### src/rtl/core/spa_pkg.sv
`timescale 1ns / 1ps

package spa_pkg;

  // configuration port
  localparam int CFG_IDX_W  = 2;
  localparam int CFG_DATA_W = 7;
  localparam logic [CFG_IDX_W-1:0] CFG_GRANULE_LOG2 = 2'd0;
  localparam logic [CFG_IDX_W-1:0] CFG_HEADER_BYTES = 2'd1;

  localparam logic [3:0] GRANULE_LOG2_RST = 4'd4;
  localparam logic [6:0] HEADER_BYTES_RST = 7'd8;

  // request codes
  localparam logic MODE_ALLOC = 1'b0;

  // bin index carried through the queue, wide enough for the largest bin count
  localparam int QBIN_W = 6;

  // front to back queue
  localparam int QUEUE_DEPTH = 2;
  localparam int QPTR_W      = $clog2(QUEUE_DEPTH);

  typedef enum logic [1:0] {
    ST_OK    = 2'd0,
    ST_NULL  = 2'd1,
    ST_EMPTY = 2'd2,
    ST_BIG   = 2'd3
  } spa_status_t;

  typedef enum logic [1:0] {
    JOB_DONE  = 2'd0,
    JOB_ALLOC = 2'd1,
    JOB_FREE  = 2'd2
  } spa_kind_t;

  typedef enum logic [1:0] {
    BK_CLEAR = 2'd0,
    BK_IDLE  = 2'd1,
    BK_EXEC  = 2'd2
  } spa_back_state_t;

  typedef struct packed {
    logic        mode;
    logic [15:0] req_size;
    logic [8:0]  handle;
    logic        handle_is_null;
  } spa_in_t;

  typedef struct packed {
    spa_status_t status;
    logic [8:0]  out_handle;
    logic [3:0]  bin_number;
  } spa_out_t;

  // classified request handed from front to back
  typedef struct packed {
    spa_kind_t         kind;
    spa_status_t       status;
    logic [QBIN_W-1:0] bin_idx;
    logic [8:0]        handle;
  } spa_job_t;

endpackage

### src/rtl/core/spa_front.sv
`timescale 1ns / 1ps

module spa_front #(
  parameter int NUM_BINS      = 8,
  parameter int SLOTS_PER_BIN = 64
) (
  input  logic                              clk,
  input  logic                              rst_n,
  input  logic                              cfg_valid,
  input  logic [spa_pkg::CFG_IDX_W-1:0]     cfg_index,
  input  logic [spa_pkg::CFG_DATA_W-1:0]    cfg_data,
  output logic                              cfg_ready,
  input  spa_pkg::spa_in_t                  in_word,
  output spa_pkg::spa_job_t                 job
);
  import spa_pkg::*;

  localparam int TOTAL = NUM_BINS * SLOTS_PER_BIN;

  logic [3:0]  granule_r;
  logic [6:0]  header_r;
  logic [17:0] round_sum;
  logic [17:0] bin_raw;
  logic        too_big;

  assign cfg_ready = 1'b1;

  // configuration registers
  always_ff @(posedge clk) begin
    if (!rst_n) begin
      granule_r <= GRANULE_LOG2_RST;
      header_r  <= HEADER_BYTES_RST;
    end else if (cfg_valid && cfg_ready) begin
      case (cfg_index)
        CFG_GRANULE_LOG2: granule_r <= cfg_data[3:0];
        CFG_HEADER_BYTES: header_r  <= cfg_data;
        default: ;
      endcase
    end
  end

  // size class: header added, rounded up to the granule
  assign round_sum = 18'(in_word.req_size) + 18'(header_r)
                   + (18'(1) << granule_r) - 18'(1);
  assign bin_raw   = round_sum >> granule_r;
  assign too_big   = (bin_raw == '0) || (32'(bin_raw) > NUM_BINS);

  // classify the request
  always_comb begin
    job         = '0;
    job.kind    = JOB_DONE;
    job.status  = ST_NULL;
    if (in_word.mode == MODE_ALLOC) begin
      if (in_word.req_size == '0) begin
        job.status = ST_NULL;
      end else if (too_big) begin
        job.status = ST_BIG;
      end else begin
        job.kind    = JOB_ALLOC;
        job.status  = ST_OK;
        job.bin_idx = QBIN_W'(bin_raw - 18'(1));
      end
    end else begin
      if (in_word.handle_is_null || (32'(in_word.handle) >= TOTAL)) begin
        job.status = ST_NULL;
      end else begin
        job.kind   = JOB_FREE;
        job.status = ST_OK;
        job.handle = in_word.handle;
      end
    end
  end

endmodule

### config.mk
export PLATFORM = sky130hd
export DESIGN_NAME = spa_front
export DESIGN_NICKNAME = d
export VERILOG_FILES = /design/src/rtl/core/spa_pkg.sv /design/src/rtl/core/spa_front.sv
export SDC_FILE = /design/constraint.sdc
export NUM_CORES = 1
export LEC_CHECK = 0
export BUFFER_PORTS_ARGS = -buffer_cell sky130_fd_sc_hd__buf_2
export CAP_MARGIN = 5
export CORE_ASPECT_RATIO = 1.75
export CORE_MARGIN = 5
export CORE_UTILIZATION = 25
export DETAILED_ROUTE_END_ITERATION = 12
export HOLD_SLACK_MARGIN = 0.08
export SYNTH_ARGS = -nofsm -noshare
export SYNTH_HDL_FRONTEND = slang
export SYNTH_SLANG_ARGS = --single-unit
export TNS_END_PERCENT = 20
### constraint.sdc
create_clock -name clk -period 8.53 [get_ports clk]
set_clock_uncertainty 0.05 [all_clocks]
set_input_delay 0.4265 -clock clk [delete_from_list [all_inputs] [get_ports clk]]
set_output_delay 0.4265 -clock clk [all_outputs]
set_load 0.02 [all_outputs]
---- Word level (Yosys, flattened, before mapping) ----
Index checks and enable logic that the tools add are counted.
storage, ports and cells
  word-level logic and storage cells ...... 28
  bits of input ports ..................... 39
  register bits after elaboration ......... 11
  output and inout port bits .............. 20
cells by class
  mux-type cells .......................... 12
  equality and inequality tests ........... 1
  $lt $le $gt $ge ......................... 1
  add/sub/neg operators ................... 4
  shift operators ......................... 2
  reductions and logical operators ........ 6
operators with widths
  kind                                                                    count
  17-bit by 18-bit adder with 18-bit output                               1
  18-bit by 4-bit > comparator with 1-bit output (second input constant)  1
  18-bit zero test                                                        1
  6-bit 2-to-1 mux                                                        3
  9-bit 2-to-1 mux                                                        2
  1-bit by 4-bit left shift with 18-bit output (first input constant)     1
  18-bit by 4-bit >> shifter with 18-bit output                           1
  18-bit by 1-bit subtractor with 18-bit output (second input constant)   1
  16-bit by 7-bit adder with 17-bit output                                1
  16-bit zero test                                                        1
  2-bit 2-to-1 mux                                                        3
  6-bit by 1-bit subtractor with 6-bit output (second input constant)     1
  4-bit 2-to-1 mux                                                        1
  2-bit AND reduction                                                     2
  1-bit 2-to-1 mux                                                        3
  2-bit by 1-bit == test with 1-bit output (second input constant)        1
  2-bit zero test                                                         1
  1-bit logical OR                                                        1

---- Depth between registers and ports, before layout ----
  word-level depth ........................ 9
  depth in mapped cells ................... 24
  mapped depth without buffers ............ 19

---- Least setup slack after synthesis ----
No wires, ideal clock.
  path type ............................... reg2out
  from .................................... register granule_r[0]
  to ...................................... output port job[11] in the netlist's numbering
  setup slack ............................. 2,221 ps
  path buffers ............................ 5
  data required time ...................... 8,054 ps
  arrival ................................. 5,833 ps
  cell stages (with the launch flop) ...... 23
  path through ............................ dfxtp_1 -> clkbuf_1 -> clkbuf_8 -> clkbuf_8 -> clkbuf_1 -> nand3_1 -> fa_1 -> inv_1 -> ha_1 -> fa_1 -> a211o_1 -> a221oi_4 -> nor3_2 -> or3_1 -> a311oi_1 -> o2bb2ai_1 -> a211oi_1 -> a21oi_1 -> ha_1 -> a211oi_1 -> or4b_1 -> buf_6 -> nor3_1
RTL lines
  element                 line             source
  start, declared         spa_front.sv:20  logic [3:0] granule_r;
  start signal, assigned  spa_front.sv:35  CFG_GRANULE_LOG2: granule_r <= cfg_data[3:0];
  end, declared           spa_front.sv:14  output spa_pkg::spa_job_t job

==> out/qor.txt <==
outcome - finished, final reports clean
Detailed Place HPWL - 10,300 um
WP data required - 8.05 ns
HP Class - primary input to flip-flop
ys async rst share - 0%
CP Capture Type - primary output
worst skew pair latency - 0.24 ns
CTS Buf Count - 3
syn avg cell area - 7.217 um2
mux cell area share after synthesis - 3.786%
Via density - 5.444
hold bufs inserted after CTS - 0
VDD IR max - 125.2 uV
delay-heaviest family, CP - simple AND/OR/NAND/NOR gates
slowest CP cell - dfxtp_1
crit-path cells - inv_1 -> nor2_1 -> nand2_1 -> fa_1 -> inv_1 -> ha_1 -> o211a_1 -> a221oi_4 -> nor3_2 -> or3_1 -> a311oi_1 -> o2bb2ai_1 -> a211oi_1 -> a21oi_1 -> ha_1 -> a211oi_1 -> or4b_1 -> nor4_4 -> buf_2
predominant post-synthesis flop cell - dfxtp_1
setup TNS - 0 ns
min Tclk post-route - 7.176 ns
first-pass GRT wire length - 19,660 um
maximum fanout along the worst path - 19
startpoint types - flip-flop
drt total wl - 12,310 um
IO Pins - 59
vias in the first global route - 3,919
FP Rows - 59
most frequent cell after synthesis - inv_1
initial DRC count - 338
CTS clk-pin slew, worst paths - 0.04 ns
register area share after synthesis - 5.845%
slowest cell delay on critical path - 0.78 ns
Die ar. - 17,720 um2
synthesized instance count - 522
leak pwr - 1.928 nW
H-tree depth - 1
Synth Area in XOR/XNOR - 2.092%
Post-synth top cells - inv_1 (59), ha_1 (44), nand2_1 (41)
GRT overflow - 0
Post-synth EDFFs - 0
top post-synthesis cells by area - ha_1 (15%), inv_1 (5.9%), dfxtp_1 (5.8%), nand2_1 (4.1%), fa_1 (3.7%)
Max Cap Viol - 0
dominant cell type by area after synthesis - ha_1
antenna cells - 0
Yosys top cell area share - 14.61%
Syn Nets - 612
PwrDens - 135.5 nW/um2
RePlAce Congestion - 0.9751
Worst-Margin Slew - 0.8409 ns
endpoints failing hold - 0
Adder-Cell Fraction of Synth Area - 18.33%
DRC - 0
core area - 14,840 um2
buffers inserted by post-CTS timing repair - 0
fin cells - 737
clock tree buffer depth - 2
Slew Limit Headroom - 43.23%
largest family of logic cells by synthesized area - compound AO/OA/AOI/OAI gates
die width - 102.8 um
Initial Util - 25.39%
Arrival @ worst endpoint - 6.70 ns
clock sinks - 11
DR WL/cell - 16.71 um
Post-Place Cells - 733
largest net degree at the start of global routing - 43
RSZ-0062 raised after global routing - false
Port Buf Inserts - 57
share of cells above drive strength 1 - 16.79%
Setup Viol. Count Final - 0
vias after detailed routing - 4,012
Final #Nets - 645
DR pass1 iterations - 4
post-synthesis instance area - 3767 um2
synthesis-to-layout area growth - 10.16%
post-CTS sizing - 0
WP buf/inv - 3
Synth Warn # - 0
Post-Synth Simple-Gate Area - 25.44%
CTS tree - built
Yosys reg bits - 11
post-synthesis compound-gate area fraction - 32.15%
fmax - 0.1393 GHz
final count of pins violating max slew - 0
critical setup path kind - flip-flop to primary output
Synth cell types - 79
Clock Tree Root - clkbuf_16
Global Route Usage Sum - 13.93%
antenna violations before repair - 0
Final Cycle Share - 84.13%
Die Y - 172.4 um
Routed Antenna Nets - 0
[path summary, 6_finish.rpt]
| path | startpoint | to | slack, ns | depth (start not counted) |
|---|---|---|---|---|
| max reg2reg | granule_r[2]$_SDFFE_PN1P_ | granule_r[2]$_SDFFE_PN1P_ | 6.85 | 2 |
| min | rst_n | header_r[3]$_SDFFE_PN1P_ | 0.39 | 2 |
| min reg2reg | header_r[2]$_SDFFE_PN0P_ | header_r[2]$_SDFFE_PN0P_ | 0.47 | 2 |
| max | granule_r[2]$_SDFFE_PN1P_ | job[14] | 1.35 | 19 |
[area by class of cell]
| class | instances | area [um2] |
|---|---|---|
| clock buffer | 4 | 78.83 |
| sequential | 11 | 220.2 |
| tap | 183 | 229.0 |
| inverter | 61 | 229.0 |
| multi-input combinational | 418 | 3085 |
| timing repair buffer | 60 | 307.8 |
| fill | 1623 | 10690 |
[layout by cell type (no fill, tap or decap), types with 10 or more instances in the layout]
cell,instances
inv_1,59
buf_2,57
ha_1,44
nand2_1,41
nor2_1,33
a21oi_1,27
nor3_1,23
nand3_1,22
o21ai_0,17
and2_1,14
mux2i_1,12
o211ai_1,11
dfxtp_1,11
nor2b_1,10
[metal layers]
layer / part of all wire, % / wire length, um / up-vias / GRT usage [%]
met5: 0 / 0 / - / 0
met1: 34 / 4161 / 1877 / 13.00
met3: 2.5 / 309 / 50 / 0.9689
met2: 55 / 6747 / 101 / 26.73
li1: - / - / 1984 / -
met4: 8.9 / 1095 / 0 / 11.16
[stage by stage]
step | area, um2 | total power, mW | hold WS, ns | util, % | setup slack (ns)
6_report | 4150 | 0.5622 | 0.3909 | 27.97 | 1.354
5_1_grt | 4150 | 0.6150 | 0.4151 | 27.97 | 0.9114
4_1_cts | 4150 | 0.5639 | 0.3933 | 27.97 | 1.346
3_5_place_dp | 4071 | 0.4742 | 0.4602 | 27.44 | 1.628
3_3_place_gp | 4071 | 0.4758 | 0.4474 | 27.44 | 1.623
2_1_floorplan | 3767 | 0.3868 | 0.4356 | - | 2.221
[power breakdown]
part	switching (mW)	leakage [nW]	total (mW)	internal [mW]
Combinational	0.257	1.80	0.420	0.163
Clock	0.0227	0.0382	0.0854	0.0627
Sequential	0.00284	0.0895	0.0563	0.0535
[sequential cells by signal (all words and copies together), names as in the netlist]
name / flops
header_r: 7
granule_r: 4
[cell families (layout without fill, tap and decap cells)]
kind of cell	after synthesis	after routing
xor gates and xnor gates	9	9
other	1	1
buffers and inverters	93	125
adders and majority gates	51	51
AOI/OAI and AO/OA	159	159
muxes	14	14
and+or+nand+nor	184	184
DFF	11	11
Note: power is estimated with default switching activity, not from simulation.
