**src/rtl/core/spa_pkg.sv**
```systemverilog
`timescale 1ns / 1ps

package spa_pkg;

  // configuration port
  localparam int CFG_IDX_W  = 2;
  localparam int CFG_DATA_W = 7;
  localparam logic [CFG_IDX_W-1:0] CFG_GRANULE_LOG2 = 2'd0;
  localparam logic [CFG_IDX_W-1:0] CFG_HEADER_BYTES = 2'd1;

  localparam logic [3:0] GRANULE_LOG2_RST = 4'd4;
  localparam logic [6:0] HEADER_BYTES_RST = 7'd8;

  // request codes
  localparam logic MODE_ALLOC = 1'b0;

  // bin index carried through the queue, wide enough for the largest bin count
  localparam int QBIN_W = 6;

  // front to back queue
  localparam int QUEUE_DEPTH = 2;
  localparam int QPTR_W      = $clog2(QUEUE_DEPTH);

  typedef enum logic [1:0] {
    ST_OK    = 2'd0,
    ST_NULL  = 2'd1,
    ST_EMPTY = 2'd2,
    ST_BIG   = 2'd3
  } spa_status_t;

  typedef enum logic [1:0] {
    JOB_DONE  = 2'd0,
    JOB_ALLOC = 2'd1,
    JOB_FREE  = 2'd2
  } spa_kind_t;

  typedef enum logic [1:0] {
    BK_CLEAR = 2'd0,
    BK_IDLE  = 2'd1,
    BK_EXEC  = 2'd2
  } spa_back_state_t;

  typedef struct packed {
    logic        mode;
    logic [15:0] req_size;
    logic [8:0]  handle;
    logic        handle_is_null;
  } spa_in_t;

  typedef struct packed {
    spa_status_t status;
    logic [8:0]  out_handle;
    logic [3:0]  bin_number;
  } spa_out_t;

  // classified request handed from front to back
  typedef struct packed {
    spa_kind_t         kind;
    spa_status_t       status;
    logic [QBIN_W-1:0] bin_idx;
    logic [8:0]        handle;
  } spa_job_t;

endpackage

```
**src/rtl/core/spa_queue.sv**
```systemverilog
`timescale 1ns / 1ps

module spa_queue (
  input  logic              clk,
  input  logic              rst_n,
  input  logic              push,
  input  spa_pkg::spa_job_t push_job,
  output logic              full,
  input  logic              pop,
  output logic              q_valid,
  output spa_pkg::spa_job_t q_job
);
  import spa_pkg::*;

  spa_job_t            slots_r [QUEUE_DEPTH];
  logic [QPTR_W-1:0]   wr_ptr_r;
  logic [QPTR_W-1:0]   wr_ptr_nxt;
  logic [QPTR_W-1:0]   rd_ptr_r;
  logic [QPTR_W-1:0]   rd_ptr_nxt;
  logic [QPTR_W:0]     count_r;
  logic [QPTR_W:0]     count_nxt;

  assign full    = (count_r == (QPTR_W+1)'(QUEUE_DEPTH));
  assign q_valid = (count_r != '0);
  assign q_job   = slots_r[rd_ptr_r];

  // pointers and fill count
  always_comb begin
    wr_ptr_nxt = push ? wr_ptr_r + QPTR_W'(1) : wr_ptr_r;
    rd_ptr_nxt = pop  ? rd_ptr_r + QPTR_W'(1) : rd_ptr_r;
    count_nxt  = count_r;
    if (push && !pop) begin
      count_nxt = count_r + (QPTR_W+1)'(1);
    end else if (pop && !push) begin
      count_nxt = count_r - (QPTR_W+1)'(1);
    end
  end

  always_ff @(posedge clk) begin
    if (!rst_n) begin
      wr_ptr_r <= '0;
      rd_ptr_r <= '0;
      count_r  <= '0;
    end else begin
      wr_ptr_r <= wr_ptr_nxt;
      rd_ptr_r <= rd_ptr_nxt;
      count_r  <= count_nxt;
    end
  end

  // entry storage
  always_ff @(posedge clk) begin
    if (push) begin
      slots_r[wr_ptr_r] <= push_job;
    end
  end

endmodule

```
**config.mk**
```make
export PLATFORM = sky130hd
export DESIGN_NAME = spa_queue
export DESIGN_NICKNAME = d
export VERILOG_FILES = /design/src/rtl/core/spa_pkg.sv /design/src/rtl/core/spa_queue.sv
export SDC_FILE = /design/constraint.sdc
export NUM_CORES = 1
export LEC_CHECK = 0
export CAP_MARGIN = 20
export CORE_UTILIZATION = 65
export CTS_CLUSTER_SIZE = 12
export DETAILED_ROUTE_END_ITERATION = 10
export DONT_BUFFER_PORTS = 1
export PLACE_DENSITY = 0.87
export SYNTH_ARGS = -nofsm -noshare
export SYNTH_HDL_FRONTEND = slang
export SYNTH_SLANG_ARGS = --single-unit
```
**constraint.sdc**
```tcl
create_clock -name clk -period 2.7 [get_ports clk]
set_input_delay 0.405 -clock clk [delete_from_list [all_inputs] [get_ports clk]]
set_output_delay 0.405 -clock clk [all_outputs]
set_load 0.02 [all_outputs]
```
== Word-level counts from Yosys, hierarchy flattened ==
Memory sizes are Yosys's and may differ from the RTL's. A register that Yosys moved wholly into a read port is not among the register bits.
Cells that the tools add are included.

* Add/subtract/negate cells: 4
* Multipliers: 0
* Divide/modulo/power cells: 0
* $lt $le $gt $ge: 0
* Equal/unequal tests: 1
* Shift-type cells: 0
* Mux-type cells: 6
* Bitwise gates (word level): 0
* Reductions and logical operators: 6

{| class="wikitable"
|+ Operators by type and width
! kind !! count
|-
| 1-bit 2-to-1 mux || 4
|-
| 2-bit 2-to-1 mux || 2
|-
| 2-bit nonzero test || 2
|-
| 1-bit adder (second input constant) || 2
|-
| 2-bit by 1-bit adder with 2-bit output (second input constant) || 1
|-
| 2-bit == test (second input constant) || 1
|-
| 1-bit logical AND || 2
|-
| 1-bit logical NOT || 2
|-
| 2-bit by 1-bit subtractor with 2-bit output (second input constant) || 1
|}

* Register bits: 4
* Bits in latches: 0
* Bits in writable memories: 38
* ROM bits: 0
* Input bits: 23
* Memories kept: 1

{| class="wikitable"
|+ Memory list
! memory !! words !! bits a word !! rd ports !! clocked after memory_dff !! write ports !! RTL line !! text
|-
| slots_r || 2 || 19 || 1 || 1 || 1 || spa_queue.sv:15 || <nowiki>spa_job_t slots_r [QUEUE_DEPTH];</nowiki>
|}

== Logic depth before layout (Yosys ltp) ==
Gate-level depths: netlist of the first run.

* Depth in word-level cells: 4
* Mapped depth: 5
* Gate-level depth less buffers: 5

== Worst setup path before layout of the first run ==
No wires, ideal clock.

* Path kind: input to register
* Start: in push
* End: mem slots_r[0][0] (netlist name) (enable)
* Data arrival time: 1328 ps
* Required time: 2302 ps
* Path slack: 974 ps
* Cell stages on the path: 1
* Buffers on the path: 0
* Cells stage by stage: nor2b_1

* Cells in the longest elaborated chain, start to end: 2

{| class="wikitable"
|+ Ends and longest elaborated chain
! what !! RTL line !! text
|-
| start: declaration || spa_queue.sv:6 || <nowiki>input logic push,</nowiki>
|-
| 1-bit 2-to-1 mux || spa_queue.sv:53 || <nowiki>if (push) begin</nowiki>
|-
| 1-bit 2-to-1 mux (not written as such) || spa_queue.sv:54 || <nowiki>slots_r[wr_ptr_r] <= push_job;</nowiki>
|-
| end: declaration || spa_queue.sv:15 ||
|}

Every way passes these cells.

==> flow_summary.ini, run 1 <==
[die]
ios = 44
row_count = 17
die_w_um = 51.5
coreArea_mm2 = 0.00225
die_area_mm2 = 0.00265
start_util_pct = 70.6
die_h_um = 51.5

[final_layout]
nFillCells = 134
antennaDiodeCount = 0
drive_gt1_share_pct = 35.2
nets = 111
area.growth.synth_to_final_pct = 5.11

[clock_network]
clkLatencyLatePin_ns = 0.34
cts_setup_buffers = 0
cts_htree_levels = 2
cts_tree = yes
cts_sinks = 43
root_buffer = clkbuf_4
clk_pin_slew_ns = 0.12
cts-resized-gates = 0
cts_buffers = 5
cts_buffer_depth = 2
cts_hold_buf = 0

[worst_setup_path]
crit_path_max_fanout = 19
crit_path_cell_trace = mux2_2
cp.arrival_ns = 1.68
start_kind = flip-flop
crit_path_end_kind = primary output
critical-path-slowest-cell = dfxtp_1
crit_buf_inv = 0
crit_type = reg2out
cp_top_family = flip-flops
max_stage_delay_ns = 0.85
cp.required_ns = 2.30

[place]
gp_congestion = 0.587
io_buffer_count = 0
hpwl_um = 1610

[sta]
hold_viol = 0
clock.fmax_mhz = 480
post-route-min-period_ns = 2.08
maxSlewHeadroom_pct = 42.3
finalSetupTns_ns = 0
period_share_pct = 77.2
setup_viol = 0
finClkSkew_ns = 0.00494
tightest_slew_ns = 0.866
rsz0062_at_grt = false
whs_ns = 0.150
slew_violations = 0

[min_path]
hold_class = in2reg

[routing]
drt_iter0_drc = 15
wl_per_cell_um = 19.7
post-route-drc-count = 0
drt-vias-per-instance = 5.79
antenna_left = 0
dr.pass1.iters = 4
wl_um = 2280
num_vias = 672

[synth]
ys_warn_count = 0
syn_avg_cell_area_um2 = 19.7
ys_types = 17
syn-cell-area_mm2 = 0.00159
ys_seq_area_share_pct = 77.9
synth-seq-cells = 43
syn-num-nets = 105
syn_inst = 81

[power]
p_int_uw = 912
combPwrFrac_pct = 10.7
p_leak_nw = 0.570
cellPowerDensity_mw_per_mm2 = 718
power_switching_uw = 291
ir_drop_v = 0.000592
power_frac_clock_pct = 23.8
swShare_pct = 24.2
pwr-share-seq_pct = 65.5

[global_route]
grt-ovfl-total = 0
grt_max_degree = 20
antenna_found_initial = 0
grt_pass1_wl_um = 3390
grt_util_all_layers_pct = 19.6
grt_pass1_vias = 683

[job]
maxCapViolCount = 0

[status]
status = completed
## cell families (layout without fill, tap and decap cells)
| family | count (synthesis) | count (layout) | synth area share, % |
|---|---|---|---|
| flip-flops | 43 | 43 | 77.9 |
| adder cells (fa/ha/maj) | 1 | 1 | 0.785 |
| AO/OA/AOI/OAI | 3 | 3 | 1.26 |
| multiplexers | 19 | 19 | 13.4 |
| XOR/XNOR | 3 | 3 | 1.65 |
| AND/OR/NAND/NOR | 9 | 9 | 3.69 |
| buffers and inverters | 3 | 10 | 1.26 |
## sequential cells by signal, indices dropped and copies added, names as in the netlist, named ones only
register / cells
rd_ptr_r: 1
slots_r: 38
wr_ptr_r: 1
count_r: 2
## Yosys cell counts
library cell | instances | share of area (%)
a21boi_1 | 1 | 0.47
inv_1 | 1 | 0.24
xor2_1 | 2 | 1.1
or3_1 | 1 | 0.39
nor2b_1 | 2 | 0.79
buf_2 | 1 | 0.31
or2_2 | 1 | 0.39
ha_1 | 1 | 0.79
mux2_2 | 19 | 13
edfxtp_1 | 38 | 72
o21ai_0 | 1 | 0.31
buf_6 | 1 | 0.71
o21a_1 | 1 | 0.47
and2_1 | 4 | 1.6
xnor2_1 | 1 | 0.55
dfxtp_1 | 5 | 6.3
and2b_2 | 1 | 0.55
## layout make-up
class                      instances  area (µm²)  area share (%)
multi-input combinational         35         334            20.0
clock buffer                       5        37.5            2.24
sequential                        43        1240            74.1
timing repair buffer               1        7.51           0.448
clock inverter                     3        15.0           0.897
tap                               28        35.0            2.09
inverter                           1        3.75           0.224
## per-stage QoR
stage          util [%]  cells  total power [mW]  instance area [µm²]  setup WS (ns)
2_1_floorplan         -     81             0.916                 1590          0.974
3_3_place_gp       71.9    108             0.926                 1620          0.984
3_5_place_dp       71.9    108             0.934                 1620          0.969
4_1_cts            74.3    116              1.21                 1670          0.572
5_1_grt            74.3    116              1.25                 1670          0.528
6_report           74.3    116              1.20                 1670          0.615
## cells in the final DEF, fill, tap and decap left out, drive strengths merged
cell	count
clkbuf	5
and2	4
o21ai	1
dfxtp	5
mux2	19
nor2b	2
and2b	1
edfxtp	38
a21boi	1
buf	1
or2	1
xnor2	1
ha	1
o21a	1
xor2	2
or3	1
inv	1
clkinv	3
## path summary, 6_finish.rpt
path / startpoint / endpoint / slack (ns) / cells past startpoint
worst max register to register: wr_ptr_r$_SDFFE_PN0P_ / slots_r[1][6]$_DFFE_PP_ / 1.25 / 1
worst min register to register: count_r[1]$_SDFFE_PN0P_ / count_r[1]$_SDFFE_PN0P_ / 0.51 / 2
worst min-delay path: push_job[16] / slots_r[1][16]$_DFFE_PP_ / 0.15 / 0
worst max-delay path: flip-flop / q_job[4] / 0.62 / 1
## power by group through the flow
stage                     Sequential (mW)  Combinational [mW]  Clock (mW)
final                               0.787               0.128       0.287
after floorplan                     0.788               0.128           0
after global routing                0.792               0.136       0.319
after global placement              0.800               0.127           0
after CTS                           0.789               0.131       0.292
after detailed placement            0.804               0.130           0
## routing by layer
metal / GRT usage (%) / wire length (µm) / part of all wire (%)
met5: 0 / 0 / 0
met4: 9.46 / 41 / 1.8
met3: 10.2 / 195 / 8.6
met2: 32.9 / 1250 / 55
met1: 20.0 / 790 / 35
Note: power is estimated with default switching activity, not from simulation.
==> run 2, diff against run 1 <==
--- a/config.mk
+++ b/config.mk
@@ -6,11 +6,11 @@
 export NUM_CORES = 1
 export LEC_CHECK = 0
 export CAP_MARGIN = 20
-export CORE_UTILIZATION = 65
+export CORE_UTILIZATION = 54
 export CTS_CLUSTER_SIZE = 12
 export DETAILED_ROUTE_END_ITERATION = 10
 export DONT_BUFFER_PORTS = 1
-export PLACE_DENSITY = 0.87
+export PLACE_DENSITY = 0.78
 export SYNTH_ARGS = -nofsm -noshare
 export SYNTH_HDL_FRONTEND = slang
 export SYNTH_SLANG_ARGS = --single-unit
==> constraint.sdc (replaced) <==
create_clock -name clk -period 1.8 [get_ports clk]
set_input_delay 0.27 -clock clk [delete_from_list [all_inputs] [get_ports clk]]
set_output_delay 0.27 -clock clk [all_outputs]
set_load 0.02 [all_outputs]
==> run 2 against run 1 <==
  * Sequential power rose by 49%
  * Global-route usage fell by 3.6 points
  * Worst setup slack got worse by 0.40 ns
  * Sequential share of layout area fell by 8.7 points
  * Final area rose by 13%
  * Non-clock buffer count rose by 23
  * Via count rose by 13%
  * Core utilization fell by 6.1 points
  * Critical endpoint is now q_job[5]
  * Critical path depth rose by 1
==> flow_summary.ini, run 2 (synthesis gave the netlist of run 1 again) <==
[global_route]
grt-ovfl-total = 0
grt_pass1_wl_um = 3570
antenna_found_initial = 0
grt_pass1_vias = 794
grt_util_all_layers_pct = 16.1
grt_max_degree = 21

[die]
die_area_mm2 = 0.00317
coreArea_mm2 = 0.00278
start_util_pct = 57.3
row_count = 19
die_h_um = 56.3
ios = 44
die_w_um = 56.3

[worst_setup_path]
cp.arrival_ns = 1.31
cp.required_ns = 1.53
r2r_cells = 2
max_stage_delay_ns = 0.42
start_kind = flip-flop
crit_type = reg2out
rr_endpoint = slots_r[1][4]$_DFFE_PP_
critical-path-slowest-cell = mux2_2
crit_path_max_fanout = 12
reg2reg_from = wr_ptr_r$_SDFFE_PN0P_
rrSetupSlack_ns = 0.71
crit_path_cell_trace = buf_4, mux2_2
crit_path_end_kind = primary output

[final_layout]
largest_register_ffs = 38
area.growth.synth_to_final_pct = 19.1
final_cell_mix = edfxtp_1, dlygate4sd3_1, mux2_2
regMostFlops = slots_r
drive_gt1_share_pct = 27.9
antennaDiodeCount = 0
nFillCells = 198
nets = 134
reg.largest.list = slots_r: 38 flops, count_r: 2 flops
final_common_cell = edfxtp_1
regArea_mm2 = 0.00124
multiInputGateArea_um2 = 334

[sta]
hold_viol = 0
post-route-min-period_ns = 1.58
tightest_slew_ns = 0.276
period_share_pct = 88.0
finalSetupTns_ns = 0
slew_violations = 0
setup_viol = 0
finClkSkew_ns = 0.00703
rsz0062_at_grt = false
maxSlewHeadroom_pct = 81.6
clock.fmax_mhz = 632

[clock_network]
cts-resized-gates = 0
cts_htree_levels = 2
cts_buffer_depth = 2
cts_tree = yes
cts_hold_buf = 12
clk_pin_slew_ns = 0.11
clkLatencyLatePin_ns = 0.34
cts_sinks = 43
cts_setup_buffers = 0
cts_buffers = 5
root_buffer = clkbuf_4

[routing]
antenna_left = 0
wl_um = 2300
drt-vias-per-instance = 5.35
num_vias = 759
drt_iter0_drc = 12
post-route-drc-count = 0
wl_per_cell_um = 16.2
dr.pass1.iters = 4

[power]
cellPowerDensity_mw_per_mm2 = 968
ir_drop_v = 0.000869
power_mw = 1.84
p_leak_nw = 0.662

[min_path]
min_from = rst_n
hold_class = in2reg
holdPathStages = 1
holdPathEnd = wr_ptr_r$_SDFFE_PN0P_

[place]
gp_congestion = 0.616
io_buffer_count = 0

[job]
maxCapViolCount = 0

[status]
status = completed
run 2: metrics by stage:
stage	cells	hold slack, ns	cell area [µm²]	util [%]	worst slack [ns]
after CTS	134	0.00264	1820	65.3	0.187
after floorplan	81	0.369	1590	-	0.193
final	142	0.0402	1900	68.2	0.217
after global placement	114	0.369	1650	59.2	0.604
after global routing	142	0.0110	1900	68.2	0.147
after detailed placement	114	0.369	1650	59.2	0.584
run 2: area by class of cell:
type,instances,area share (%)
clock buffers,6,2.18
clock inverters,2,0.396
flip-flops and latches,43,65.4
repair buffers,24,12.1
well taps,31,2.04
multi-input cells,35,17.6
inverters,1,0.198
run 2: metal layers:
layer	part of all wire [%]	up-vias	global-route usage, %
met5	0	-	0
met4	1.7	0	6.27
met3	6.9	5	8.99
met2	54	22	28.2
met1	37	366	15.5
li1	-	366	-
run 2: worst max-delay path: cells and delay by family, from the launching register on:
kind | cells | cell delay (ns)
buf+inv | 1 | 0.20
flops | 1 | 0.35
mux | 1 | 0.42
run 2: worst max-delay path by stage:
stage                          start                      end  cells past startpoint
4_1_cts                    flip-flop                 q_job[7]                      2
6_report                   flip-flop                 q_job[5]                      2
5_1_grt                    flip-flop                 q_job[5]                      2
2_1_floorplan  wr_ptr_r$_SDFFE_PN0P_  slots_r[0][0]$_DFFE_PP_                      1
3_3_place_gp               flip-flop                 q_job[7]                      2
3_5_place_dp               flip-flop                 q_job[7]                      2
run 2: power breakdown:
group | switching [mW] | internal [mW]
combinational | 0.144 | 0.110
sequential | 0.0190 | 1.15
clock | 0.271 | 0.145
total | 0.434 | 1.40
==> run 3, diff against run 2 <==
--- a/config.mk
+++ b/config.mk
@@ -6,6 +6,7 @@
 export NUM_CORES = 1
 export LEC_CHECK = 0
 export CAP_MARGIN = 20
+export CORE_MARGIN = 5
 export CORE_UTILIZATION = 54
 export CTS_CLUSTER_SIZE = 12
 export DETAILED_ROUTE_END_ITERATION = 10
==> run 3 against run 2 <==
  * Flip-flop and latch count unchanged
  * Combinational power fell by 16%
  * Critical endpoint is now q_job[14]
  * Global-route usage decreased by 4.6 points
==> flow_summary.ini, run 3 (synthesis gave the netlist of run 1 again) <==
[power]
combPwrFrac_pct = 11.9
p_int_mw = 1.38
power_frac_clock_pct = 23.2
cellPowerDensity_mw_per_mm2 = 1060
swShare_pct = 23.3
ir_drop_v = 0.000841
p_leak_nw = 0.575
pwr-share-seq_pct = 64.9
power_switching_uw = 417

[status]
status = completed

[place]
gp_congestion = 0.611
hpwl_um = 1630
io_buffer_count = 0

[sta]
setup_viol = 0
clock.fmax_mhz = 621
finClkSkew_ns = 0.00555
finalSetupTns_ns = 0
period_share_pct = 89.4
hold_viol = 0
post-route-min-period_ns = 1.61
maxSlewHeadroom_pct = 82.6
whs_ns = 0.0260
slew_violations = 0
tightest_slew_ns = 0.261
rsz0062_at_grt = false

[global_route]
grt_pass1_vias = 737
antenna_found_initial = 0
grt_max_degree = 21
grt_util_all_layers_pct = 11.5
grt-ovfl-total = 0
grt_pass1_wl_um = 3570

[routing]
antenna_left = 0
drt_iter0_drc = 16
post-route-drc-count = 0
dr.pass1.iters = 4
wl_um = 2320
drt-vias-per-instance = 5.70
num_vias = 690
wl_per_cell_um = 19.2

[clock_network]
cts_buffers = 5
cts_buffer_depth = 2
cts_setup_buffers = 0
cts_hold_buf = 0
clk_pin_slew_ns = 0.11
cts_sinks = 43
cts_tree = yes
cts-resized-gates = 0
cts_htree_levels = 2
root_buffer = clkbuf_4
clkLatencyLatePin_ns = 0.33

[final_layout]
drive_gt1_share_pct = 34.4
nFillCells = 207
reg.largest.list = slots_r: 38 flops, count_r: 2 flops
regMostFlops = slots_r
regArea_mm2 = 0.00124
multiInputGateArea_um2 = 334
final_cell_mix = edfxtp_1, mux2_2, dfxtp_1, clkbuf_4, and2_1
final_common_cell = edfxtp_1
final_core_util_pct = 60.8
nets = 113
antennaDiodeCount = 0
area.growth.synth_to_final_pct = 6.13
largest_register_ffs = 38

[worst_setup_path]
r2r_cells = 2
rrSetupSlack_ns = 0.73
start_kind = flip-flop
cp.arrival_ns = 1.34
cp.required_ns = 1.53
reg2reg_from = wr_ptr_r$_SDFFE_PN0P_
crit_path_end_kind = primary output
rr_endpoint = slots_r[1][11]$_DFFE_PP_
crit_type = reg2out
crit_path_max_fanout = 19

[die]
die_h_um = 64.3
ios = 44
row_count = 19
coreArea_mm2 = 0.00278
die_w_um = 64.3
die_area_mm2 = 0.00414
start_util_pct = 57.3

[min_path]
hold_class = in2reg
holdPathStages = 0
holdPathEnd = slots_r[0][1]$_DFFE_PP_
min_from = push_job[1]

[job]
maxCapViolCount = 0
run 3: cell types whose count changed in the layout (fill, tap and decap cells not counted), sizes merged:
| cell | previous run | this run |
|---|---|---|
| clkbuf | 6 | 7 |
| clkinv | 2 | 1 |
| dlygate4sd3 | 20 | 0 |
| buf | 4 | 3 |
run 3: layout make-up:
type,count,share of cell area (%)
sequential,43,73.4
timing repair buffer,3,1.33
inverter,1,0.222
multi-input combinational,35,19.8
clock inverter,1,0.296
tap,31,2.29
clock buffer,7,2.66
run 3: how the worst max path moves through the flow:
stage          slack (ns)  cells past startpoint                      end                  start
3_5_place_dp         0.53                      2                q_job[14]              flip-flop
2_1_floorplan        0.19                      1  slots_r[0][0]$_DFFE_PP_  wr_ptr_r$_SDFFE_PN0P_
6_report             0.19                      2                q_job[14]              flip-flop
4_1_cts              0.16                      2                q_job[14]              flip-flop
5_1_grt              0.12                      2                q_job[14]              flip-flop
3_3_place_gp         0.55                      2                q_job[14]              flip-flop
run 3: layer usage:
metal / track usage (%) / vias up / wire (µm) / part of all wire [%]
li1: - / 322 / - / -
met1: 11.5 / 340 / 806 / 35
met2: 20.1 / 22 / 1290 / 56
met3: 5.25 / 6 / 203 / 8.7
met4: 5.34 / 0 / 22 / 0.95
met5: 0 / - / 0 / 0
run 3: critical path, cell delays in order (launching register included):
cell and delay, ns:
dfxtp_1 0.32, buf_4 0.25, mux2_2 0.44
run 3: through the flow:
step	std cells	power, mW	instance area (µm²)	setup slack [ns]
floorplan	81	1.37	1590	0.193
global placement	113	1.40	1640	0.551
detailed placement	113	1.41	1640	0.534
CTS	121	1.81	1690	0.155
global route	121	1.87	1690	0.116
finish	121	1.80	1690	0.191
run 3: power groups by stage:
stage | sequential (mW) | combinational [mW] | clock [mW]
6_report | 1.17 | 0.213 | 0.417
5_1_grt | 1.17 | 0.226 | 0.468
4_1_cts | 1.17 | 0.219 | 0.426
3_5_place_dp | 1.19 | 0.218 | 0
3_3_place_gp | 1.18 | 0.215 | 0
2_1_floorplan | 1.18 | 0.191 | 0
